**src/sblru_pkg.sv**
```systemverilog
// Shared types and constants for the size-bounded LRU cache.
package sblru_pkg;

  localparam int unsigned MAX_ENTRIES_DEF = 16;
  localparam int unsigned SIZE_BITS_DEF   = 24;
  localparam int unsigned KEY_W           = 32;
  localparam int unsigned ESIZE_W         = 24;
  localparam int unsigned BYTES_W         = 32;

  localparam logic [BYTES_W-1:0] CAP_RESET = 32'd6000000;

  localparam logic [1:0] CMD_LOOKUP = 2'd0;
  localparam logic [1:0] CMD_INSERT = 2'd1;
  localparam logic [1:0] CMD_CLEAR  = 2'd2;

  typedef struct packed {
    logic [1:0]         cmd;
    logic [KEY_W-1:0]   key;
    logic [ESIZE_W-1:0] entry_size;
  } in_item_t;

  typedef struct packed {
    logic               hit;
    logic               evicted;
    logic [KEY_W-1:0]   evicted_key;
    logic [ESIZE_W-1:0] evicted_size;
    logic [BYTES_W-1:0] used_bytes;
    logic [BYTES_W-1:0] highwater_bytes;
    logic               last;
  } out_item_t;

endpackage

```
**src/sblru_ram.sv**
```systemverilog
// Generic single-write, single-read RAM with registered read data.
module sblru_ram #(
  parameter int unsigned WIDTH = 8,
  parameter int unsigned DEPTH = 16
) (
  input  logic                     clk,
  input  logic                     wr_en,
  input  logic [$clog2(DEPTH)-1:0] wr_addr,
  input  logic [WIDTH-1:0]         wr_data,
  input  logic                     rd_en,
  input  logic [$clog2(DEPTH)-1:0] rd_addr,
  output logic [WIDTH-1:0]         rd_data
);

  logic [WIDTH-1:0] mem [DEPTH];

  always_ff @(posedge clk) begin
    if (wr_en) begin
      mem[wr_addr] <= wr_data;
    end
    if (rd_en) begin
      rd_data <= mem[rd_addr];
    end
  end

endmodule

```
**src/size_bounded_lru_cache_core.sv**
```systemverilog
// Top level of the size-bounded LRU cache: sequencer, byte totals and entry RAM.
//
// Size-bounded LRU cache. Entries (key, byte size) sit in a RAM ordered by
// recency, slot 0 most recent. An item is taken when start is high and busy
// is low; busy stays high until the item's final result has been issued.
// Results appear on out_data for exactly one cycle with out_valid high and
// cannot be held off, so the receiver must take every strobe. An insert
// gives one result per eviction and then a final result with last set; all
// other commands give one result with last set. Clear and the unused command
// answer in the cycle after acceptance with busy staying low. All work goes
// through the single entry RAM port pair:
//   lookup: reads slots from 0, comparing each with the key; on a hit at
//           recency slot p, the younger entries shift down one slot,
//           then the head write and the final result follow. A miss
//           reads all n held entries, then gives the final result.
//   insert: each eviction reads the tail and issues its result; then the
//           fit is checked, the n remaining entries shift, the new one is
//           placed at the front and the final result is issued.
// The fit test uses the exact byte total; reported totals saturate at
// 32 bits. The capacity register is written over cfg_valid/cfg_ready, which
// is always ready; write it only while no item is in flight.
module size_bounded_lru_cache_core
  import sblru_pkg::*;
#(
  parameter int unsigned MAX_ENTRIES = MAX_ENTRIES_DEF,
  parameter int unsigned SIZE_BITS   = SIZE_BITS_DEF
) (
  input  logic               clk,
  input  logic               rst_n,
  input  logic               start,
  output logic               busy,
  input  in_item_t           in_data,
  output logic               out_valid,
  output out_item_t          out_data,
  input  logic               cfg_valid,
  output logic               cfg_ready,
  input  logic [BYTES_W-1:0] cfg_data
);

  localparam int unsigned AW    = $clog2(MAX_ENTRIES);
  localparam int unsigned CW    = $clog2(MAX_ENTRIES + 1);
  localparam int unsigned ENT_W = KEY_W + SIZE_BITS;
  // exact byte total never exceeds MAX_ENTRIES * (2^SIZE_BITS - 1)
  localparam int unsigned SW    = SIZE_BITS + CW;
  localparam int unsigned TW    = ((SW > BYTES_W) ? SW : BYTES_W) + 1;

  typedef enum logic [2:0] {
    S_IDLE,
    S_SEARCH,
    S_EVCHK,
    S_EVOUT,
    S_SHIFT,
    S_HEAD,
    S_FIN
  } state_t;

  state_t               state_r;
  logic [CW-1:0]        count_r;
  logic [SW-1:0]        sum_r;
  logic [BYTES_W-1:0]   hw_r;
  logic [BYTES_W-1:0]   cap_r;
  logic                 is_ins_r;
  logic [KEY_W-1:0]     key_r;
  logic [KEY_W-1:0]     hkey_r;      // entry placed at the head
  logic [SIZE_BITS-1:0] hsize_r;
  logic [CW-1:0]        rp_r;        // next slot to read in search
  logic                 cv_r;        // read data valid for compare
  logic [AW-1:0]        ci_r;        // slot of the data under compare
  logic [AW-1:0]        src_r;       // next shift source
  logic                 rd_left_r;
  logic                 wv_r;        // shift write pending
  logic [AW-1:0]        dst_r;
  logic                 out_valid_r;
  out_item_t            out_r;

  logic                 ram_we;
  logic [AW-1:0]        ram_waddr;
  logic [ENT_W-1:0]     ram_wdata;
  logic                 ram_re;
  logic [AW-1:0]        ram_raddr;
  logic [ENT_W-1:0]     ram_rdata;

  logic [KEY_W-1:0]     rd_key;
  logic [SIZE_BITS-1:0] rd_size;
  logic [SIZE_BITS-1:0] nsz;
  logic                 hit_now;
  logic                 search_rd;
  logic                 full;
  logic                 over;
  logic                 evict_now;
  logic [SW-1:0]        sum_less;
  logic [BYTES_W-1:0]   used_now;

  function automatic logic [BYTES_W-1:0] sat32(input logic [TW-1:0] v);
    sat32 = (v > TW'({BYTES_W{1'b1}})) ? {BYTES_W{1'b1}} : v[BYTES_W-1:0];
  endfunction

  assign busy      = (state_r != S_IDLE);
  assign cfg_ready = 1'b1;
  assign out_valid = out_valid_r;
  assign out_data  = out_r;

  assign rd_key    = ram_rdata[ENT_W-1 -: KEY_W];
  assign rd_size   = ram_rdata[SIZE_BITS-1:0];
  assign nsz       = SIZE_BITS'(in_data.entry_size);

  assign hit_now   = (state_r == S_SEARCH) && cv_r && (rd_key == key_r);
  assign search_rd = (rp_r < count_r) && !hit_now;
  assign full      = (count_r == CW'(MAX_ENTRIES));
  // fit test on the exact total
  assign over      = (TW'(sum_r) + TW'(hsize_r)) > TW'(cap_r);
  assign evict_now = (count_r != '0) && (over || full);
  assign sum_less  = sum_r - SW'(rd_size);
  assign used_now  = sat32(TW'(sum_r));

  // RAM port control
  always_comb begin
    ram_re    = 1'b0;
    ram_raddr = '0;
    ram_we    = 1'b0;
    ram_waddr = '0;
    ram_wdata = ram_rdata;
    unique case (state_r)
      S_SEARCH: begin
        ram_re    = search_rd;
        ram_raddr = rp_r[AW-1:0];
      end
      S_EVCHK: begin
        ram_re    = evict_now;
        ram_raddr = AW'(count_r - CW'(1));
      end
      S_SHIFT: begin
        ram_re    = rd_left_r;
        ram_raddr = src_r;
        ram_we    = wv_r;
        ram_waddr = dst_r;
      end
      S_HEAD: begin
        ram_we    = 1'b1;
        ram_waddr = '0;
        ram_wdata = {hkey_r, hsize_r};
      end
      default: begin
      end
    endcase
  end

  sblru_ram #(
    .WIDTH (ENT_W),
    .DEPTH (MAX_ENTRIES)
  ) u_ram (
    .clk     (clk),
    .wr_en   (ram_we),
    .wr_addr (ram_waddr),
    .wr_data (ram_wdata),
    .rd_en   (ram_re),
    .rd_addr (ram_raddr),
    .rd_data (ram_rdata)
  );

  always_ff @(posedge clk) begin
    if (!rst_n) begin
      state_r     <= S_IDLE;
      count_r     <= '0;
      sum_r       <= '0;
      hw_r        <= '0;
      cap_r       <= CAP_RESET;
      cv_r        <= 1'b0;
      wv_r        <= 1'b0;
      rd_left_r   <= 1'b0;
      out_valid_r <= 1'b0;
    end else begin
      out_valid_r <= 1'b0;
      if (cfg_valid && cfg_ready) begin
        cap_r <= cfg_data;
      end
      unique case (state_r)
        S_IDLE: begin
          if (start) begin
            key_r    <= in_data.key;
            hkey_r   <= in_data.key;
            hsize_r  <= nsz;
            is_ins_r <= (in_data.cmd == CMD_INSERT);
            unique case (in_data.cmd)
              CMD_LOOKUP: begin
                rp_r    <= '0;
                cv_r    <= 1'b0;
                state_r <= S_SEARCH;
              end
              CMD_INSERT: begin
                state_r <= S_EVCHK;
              end
              CMD_CLEAR: begin
                count_r     <= '0;
                sum_r       <= '0;
                out_valid_r <= 1'b1;
                out_r       <= '{hit: 1'b0, evicted: 1'b0, evicted_key: '0,
                                 evicted_size: '0, used_bytes: '0,
                                 highwater_bytes: hw_r, last: 1'b1};
              end
              default: begin
                // unused command: report totals, change nothing
                out_valid_r <= 1'b1;
                out_r       <= '{hit: 1'b0, evicted: 1'b0, evicted_key: '0,
                                 evicted_size: '0, used_bytes: used_now,
                                 highwater_bytes: hw_r, last: 1'b1};
              end
            endcase
          end
        end
        S_SEARCH: begin
          if (hit_now) begin
            hkey_r    <= rd_key;
            hsize_r   <= rd_size;
            src_r     <= ci_r - AW'(1);
            rd_left_r <= (ci_r != '0);
            wv_r      <= 1'b0;
            cv_r      <= 1'b0;
            state_r   <= S_SHIFT;
          end else if (search_rd) begin
            cv_r <= 1'b1;
            ci_r <= rp_r[AW-1:0];
            rp_r <= rp_r + CW'(1);
          end else begin
            cv_r <= 1'b0;
            if (!cv_r) begin
              out_valid_r <= 1'b1;
              out_r       <= '{hit: 1'b0, evicted: 1'b0, evicted_key: '0,
                               evicted_size: '0, used_bytes: used_now,
                               highwater_bytes: hw_r, last: 1'b1};
              state_r     <= S_IDLE;
            end
          end
        end
        S_EVCHK: begin
          if (evict_now) begin
            state_r <= S_EVOUT;
          end else begin
            // list is below full here; count-1 is the tail slot unless the list is empty
            src_r     <= AW'(count_r - CW'(1));
            rd_left_r <= (count_r != '0);
            wv_r      <= 1'b0;
            state_r   <= S_SHIFT;
          end
        end
        S_EVOUT: begin
          count_r     <= count_r - CW'(1);
          sum_r       <= sum_less;
          out_valid_r <= 1'b1;
          out_r       <= '{hit: 1'b0, evicted: 1'b1, evicted_key: rd_key,
                           evicted_size: ESIZE_W'(rd_size),
                           used_bytes: sat32(TW'(sum_less)),
                           highwater_bytes: hw_r, last: 1'b0};
          state_r     <= S_EVCHK;
        end
        S_SHIFT: begin
          // read slot src while writing the previous read to the slot after its own
          if (rd_left_r) begin
            wv_r  <= 1'b1;
            dst_r <= src_r + AW'(1);
            if (src_r == '0) begin
              rd_left_r <= 1'b0;
            end else begin
              src_r <= src_r - AW'(1);
            end
          end else begin
            wv_r    <= 1'b0;
            state_r <= S_HEAD;
          end
        end
        S_HEAD: begin
          if (is_ins_r) begin
            count_r <= count_r + CW'(1);
            sum_r   <= sum_r + SW'(hsize_r);
          end
          state_r <= S_FIN;
        end
        S_FIN: begin
          out_valid_r <= 1'b1;
          out_r       <= '{hit: !is_ins_r, evicted: 1'b0, evicted_key: '0,
                           evicted_size: '0, used_bytes: used_now,
                           highwater_bytes: (used_now > hw_r) ? used_now : hw_r,
                           last: 1'b1};
          if (used_now > hw_r) begin
            hw_r <= used_now;
          end
          state_r <= S_IDLE;
        end
        default: begin
          state_r <= S_IDLE;
        end
      endcase
    end
  end

endmodule

```
**config.mk**
```make
export PLATFORM = sky130hd
export DESIGN_NAME = size_bounded_lru_cache_core
export DESIGN_NICKNAME = d
export VERILOG_FILES = /design/src/sblru_pkg.sv /design/src/sblru_ram.sv /design/src/size_bounded_lru_cache_core.sv
export SDC_FILE = /design/constraint.sdc
export NUM_CORES = 2
export LEC_CHECK = 0
export ABC_CLOCK_PERIOD_IN_PS = 20200
export BUFFER_PORTS_ARGS = -buffer_cell sky130_fd_sc_hd__buf_4
export CORE_ASPECT_RATIO = 2
export CORE_MARGIN = 2
export CORE_UTILIZATION = 55
export CTS_CLUSTER_SIZE = 40
export DETAILED_ROUTE_END_ITERATION = 10
export PLACE_DENSITY_LB_ADDON = 0.12
export SLEW_MARGIN = 10
export SYNTH_ARGS = -nofsm -noshare
export SYNTH_HDL_FRONTEND = slang
export SYNTH_SLANG_ARGS = --single-unit
```
**constraint.sdc**
```tcl
create_clock -name clk -period 20.2 [get_ports clk]
set_input_delay 2.02 -clock clk [delete_from_list [all_inputs] [get_ports clk]]
set_output_delay 2.02 -clock clk [all_outputs]
set_load 0.005 [all_outputs]
```
Yosys cells after proc, flatten, opt, wreduce, memory -nomap -nowiden
Memories as Yosys holds them, arrays and structs flattened. A register that Yosys moved wholly into a read port is not among the register bits.
Index checks and enable logic that the tools add are counted.
{"block": "classes", "n_addsub": 9, "n_mul": 0, "n_div": 0, "order_cmp": 3, "n_eq_ne": 27, "n_shift": 0, "n_mux": 66, "bitwise_logic": 1, "n_reduce_logical": 30}
{"cell": "$mux W123", "n": 4}
{"cell": "$pmux W123 S4", "n": 1}
{"cell": "$pmux W123 S2", "n": 1}
{"cell": "$mux W32", "n": 3}
{"cell": "$mux W29", "n": 3}
{"cell": "$pmux W29 S3", "n": 1}
{"cell": "$pmux W32 S2", "n": 1}
{"cell": "$mux W56", "n": 1}
{"cell": "$mux W24", "n": 2}
{"cell": "$pmux W24 S2", "n": 1}
{"cell": "$mux W5", "n": 7}
{"cell": "$eq A32 B32 Y1", "n": 1}
{"cell": "$gt A29 B32 Y1", "n": 1}
{"cell": "$gt A30 B32 Y1", "n": 1}
{"cell": "$add A29 B24 Y30", "n": 1}
{"cell": "$add A29 B24 Y29", "n": 1}
{"cell": "$sub A29 B24 Y29", "n": 1}
{"cell": "$ne A2 B2 Y1 const B", "n": 12}
{"cell": "$pmux W4 S3", "n": 2}
{"cell": "$mux W4", "n": 5}
{"cell": "$mux W1", "n": 18}
{"cell": "$mux W3", "n": 6}
{"cell": "$pmux W3 S6", "n": 1}
{"cell": "$pmux W5 S3", "n": 1}
{"cell": "other kinds (35)", "n": 60}
{"block": "totals", "register_bits": 334, "latchBits": 0, "ramBits": 896, "mem_bits_ro": 0, "inputBits": 94, "output_inout_bits": 126, "wordCells": 161, "mem_count": 1}
{"memory": "u_ram.mem", "words": 16, "width": 56, "read_ports": 1, "rd_ports_with_merged_regs": 1, "wr": 1, "line_no": "sblru_ram.sv:15", "source": "logic [WIDTH-1:0] mem [DEPTH];"}

Longest topological paths before layout
{"block": "depth", "ltp_word": 8, "ltp_mapped": 20, "mapped_depth_nobuf": 20}

Cells and area by module
From an unflattened synthesis, not the netlist that was laid out.
{"block": "unflattened", "cells_unflattened": 3317, "hier_area_um2": 53405.0}
{"module": "sblru_ram", "instances": 1, "cells_per_inst": 1445, "area_per_inst_um2": 35238.8, "seq_area_each_um2": 28587.4}
{"module": "size_bounded_lru_cache_core", "instances": 1, "cells_per_inst": 1872, "area_per_inst_um2": 18166.2, "seq_area_each_um2": 8888.5}

Worst setup path before layout
No wires, ideal clock.
{"block": "synth_timing", "path_type": "in2reg", "startpoint": "in rst_n", "endpoint": "reg out_r (netlist bit out_data[0]), enable pin", "setup_time_ps": 638, "arrival_ps": 8177, "required_ps": 19562, "setup_slack_ps": 11385, "stages": 3, "cell_sequence": "clkbuf_1 -> o21ai_0 -> a21oi_1"}
{"block": "synth_via", "elab_chain_len": 1}
{"element": "start: declaration", "line_no": "size_bounded_lru_cache_core.sv:29", "source": "input logic rst_n,"}
{"element": "$reduce_and A7 Y1 (no line)"}
{"element": "end signal: assignment", "line_no": "size_bounded_lru_cache_core.sv:197", "source": "out_r <= '{hit: 1'b0, evicted: 1'b0, evicted_key: '0,"}
{"element": "end signal: assignment", "line_no": "size_bounded_lru_cache_core.sv:204", "source": "out_r <= '{hit: 1'b0, evicted: 1'b0, evicted_key: '0,"}
{"element": "end signal: assignment", "line_no": "size_bounded_lru_cache_core.sv:228", "source": "out_r <= '{hit: 1'b0, evicted: 1'b0, evicted_key: '0,"}
{"element": "end: declaration", "line_no": "size_bounded_lru_cache_core.sv:74", "source": "out_item_t out_r;"}
Every way passes these cells.
A chain may end at the register's enable or synchronous reset.

Worst setup path in the final report
{"block": "layout_timing", "startpoint": "reg sum_r[1]", "endpoint": "reg u_ram.rd_data[47], read port of u_ram.mem, enable pin"}
{"block": "layout_via", "elab_chain_len": 5}
{"element": "start: declaration", "line_no": "size_bounded_lru_cache_core.sv:59", "source": "logic [SW-1:0] sum_r;"}
{"element": "start signal: assignment", "line_no": "size_bounded_lru_cache_core.sv:248", "source": "sum_r <= sum_less;"}
{"element": "start signal: assignment", "line_no": "size_bounded_lru_cache_core.sv:274", "source": "sum_r <= sum_r + SW'(hsize_r);"}
{"element": "$add A29 B24 Y30", "line_no": "size_bounded_lru_cache_core.sv:111", "source": "assign over = (TW'(sum_r) + TW'(hsize_r)) > TW'(cap_r);"}
{"element": "$gt A30 B32 Y1", "line_no": "size_bounded_lru_cache_core.sv:111"}
{"element": "$logic_or A1 B1 Y1", "line_no": "size_bounded_lru_cache_core.sv:112", "source": "assign evict_now = (count_r != '0) && (over || full);"}
{"element": "$logic_and A1 B1 Y1", "line_no": "size_bounded_lru_cache_core.sv:112"}
{"element": "$pmux W1 S3", "line_no": "size_bounded_lru_cache_core.sv:123", "source": "unique case (state_r)"}
{"element": "net ram_re", "line_no": "size_bounded_lru_cache_core.sv:79", "source": "logic ram_re;"}
{"element": "end: declaration", "line_no": "sblru_ram.sv:12", "source": "output logic [WIDTH-1:0] rd_data"}
The timed path passes the listed nets, and every way through them passes these cells.

==> summary.md <==
| Metric | Value |
|---|---|
| Status | `finished, final reports clean` |
| Per-cell routed wire length | `26.0 microns` |
| Gr usage total | `29.7%` |
| Post-DP HPWL | `93100 microns` |
| Adder-cell share of the synthesized area | `2.71%` |
| Post-synthesis instance area | `55500 sq um` |
| Startpoint Class | `flop` |
| Final Core Density | `62.3%` |
| Total CTS buffers | `107` |
| CP arrival | `7430 ps` |
| Post-synth top area share | `63.7%` |
| Leak | `21.4 nW` |
| Top cells by count, synth | `edfxtp_1 (1178), nand2_1 (862), a211oi_1 (297)` |
| Vias in the first global route | `35835` |
| Total Nets Final | `4774` |
| CTS tree | `done` |
| Initial Util | `55.5%` |
| Min-delay worst type | `flop to flop` |
| Drt drc | `0` |
| EDFF count, synth | `1178` |
| Hold_buf cts | `0` |
| Xor and xnor area share after synthesis | `1.36%` |
| First-pass GRT wire length | `227000 microns` |
| Post-synthesis sequential area ratio | `67.5%` |
| Synth Area in Compound Gates | `12.8%` |
| Worst slew margin | `20.0%` |
| GR Overflow Total | `0` |
| Die area | `104000 sq um` |
| Cell variety after synth | `82` |
| Chip Width | `229 microns` |
| Avg Inst Size Synth | `12.5 sq um` |
| Max clock buf depth | `3` |
| Die height | `453 microns` |
| Post-Route WL | `156000 microns` |
| Initial antenna violation count | `4` |
| Critical path fanouts, max | `47` |
| Global placement routability congestion | `0.979` |
| Kind of end point of the critical path | `flop` |
| Cell taking the most area after synthesis | `edfxtp_1` |
| Yosys warns | `0` |
| # fillers | `7597` |
| # H-tree levels | `3` |
| Largest net degree at the start of global routing | `210` |
| Root Buffer | `clkbuf_16` |
| Post-CTS Setup Bufs | `0` |
| Placed inst area | `58500 sq um` |
| Via count | `36581` |
| VDD IR max | `0.0000742 V` |
| Crit Path Category | `flop to flop` |
| Setup Skew | `30.7 ps` |
| Slew Viols, Final | `0` |
| Main combinational cell family by area after synthesis | `compound AO/OA/AOI/OAI gates` |
| Final instance area | `62300 sq um` |
| Period utilization | `35.1%` |
| Period minus WS final | `7100 ps` |
| Flop2flop setup slack | `13100 ps` |
| Most used DFF post-synth | `edfxtp_1` |
| Core Rows | `164` |
| Clock latency on the worst-skew pair | `740 ps` |
| Final setup viols | `0` |
| CP required | `20530 ps` |
| Sink Count | `1283` |
| Top area cells in the synthesized netlist | `edfxtp_1 (64%), nand2_1 (5.8%), a211oi_1 (4.0%)` |
| Worst-path clk slew | `70 ps` |
| Hold Fails Final Rpt | `0` |
| MaxCap Viol Count | `0` |
| Multiplexer area fraction after synthesis | `1.07%` |
| Layout cells sized above 1 | `11.4%` |
| Setup_tns | `0 ps` |
| IO Port Bufs | `215` |
| Synth Register Bits | `1283` |
| Drt pass-1 iters | `5` |
| Detail-routed via count per cell | `6.11` |
| Post-cts resize count | `0` |
| Initial DRC count | `3445` |
| Boundary pin count | `220` |
| Core Area | `99900 sq um` |
| FFs w/ async S/R, synth | `0%` |
| Unrepaired setup endpoints after global routing | `no` |
| Worst-Margin Slew | `1190 ps` |
| Fmax achieved | `0.141 GHz` |
| Area grow syn2layout | `12.2%` |
| Synth Area in Simple Gates | `11.6%` |
| Routed Antenna Nets | `0` |
| Most frequent cell after synthesis | `edfxtp_1` |
| Pwr per Cell Area | `107 nW/um^2` |
| Synth Instances | `4439` |
## power by group
group / internal, W / switching [W]
clock network: 0.00126 / 0.000980
registers: 0.00307 / 0.0000593
logic: 0.000426 / 0.000896
## worst max-delay path, stage by stage, from the launching register on
cell and delay, ps:
dfxtp_1 550, ha_1 300, a21o_1 180, and4_1 230, o21ai_0 690, nand4b_1 340
a41oi_1 440, nand3b_1 180, nand2_1 120, xor2_1 160, ha_1 320, nand4_1 130
nor4_1 540, and2_1 250, o311ai_0 140, and4_1 250, o22ai_1 530, nand2_1 200
nand3_4 230, buf_4 810
## through the flow
stage	hold slack, ps	std cells	power, W	setup WS [ps]
after global routing	471	5985	0.00693	12800
after CTS	460	5983	0.00671	13070
final	456	5986	0.00669	13100
after global placement	443	5780	0.00448	13150
after floorplan	435	4441	0.00405	11380
after detailed placement	449	5780	0.00450	13120
## routing by layer
layer	vias up	track usage (%)	part of all wire, %
met5	-	0	0
met4	0	18.5	6.8
met2	1424	53.2	52
li1	16736	-	-
met3	366	3.75	5.6
met1	18055	33.6	36
## cell type report
type	instances	area [sq um]	share of cell area [%]
Clock buffer	123	2750	4.41
Antenna cell	3	7.51	0.0121
Clock inverter	80	1030	1.66
Timing Repair Buffer	303	2310	3.71
Tap cell	1328	1660	2.67
Sequential cell	1283	37500	60.2
Inverter	110	413	0.663
Multi-Input combinational cell	2756	16600	26.7
## path summary, 6_finish.rpt
path | startpoint | to | cells after the start
max | sum_r[1] | u_ram.rd_data[47] | 19
min | hw_r[17] | hw_r[17] | 2
max reg2reg | sum_r[1] | u_ram.rd_data[47] | 19
min reg2reg | hw_r[17] | hw_r[17] | 2
## registers in the layout, summed over array words and instances, names as in the netlist, 3 cells and up
signal and cells:
u_ram.mem 896, count_r 5, hsize_r 24, ci_r 4, state_r 3, src_r 4, cap_r 32, hkey_r 32
key_r 32, u_ram.rd_data 56, out_data 120, dst_r 4, rp_r 5, hw_r 32, sum_r 29
## layout by cell type, fill, tap and decap left out, types with 117 or more instances in the layout
cell type and count:
a211oi_1 297, o21ai_0 140, a21oi_1 212, a31oi_1 132, ha_1 117, and2_1 209
nand2_1 860, edfxtp_1 1178, buf_4 300, nor2_1 119
## cells by family (layout without fill, tap and decap cells)
logic type | Yosys count | after routing
AO/OA/AOI/OAI | 1053 | 1053
XOR/XNOR | 86 | 86
adder cells (fa/ha/maj) | 119 | 119
buffers and inverters | 402 | 616
flip-flops | 1283 | 1283
multiplexers | 59 | 59
other | 2 | 7
AND/OR/NAND/NOR | 1435 | 1435
Power figures use the tool's default switching activity.
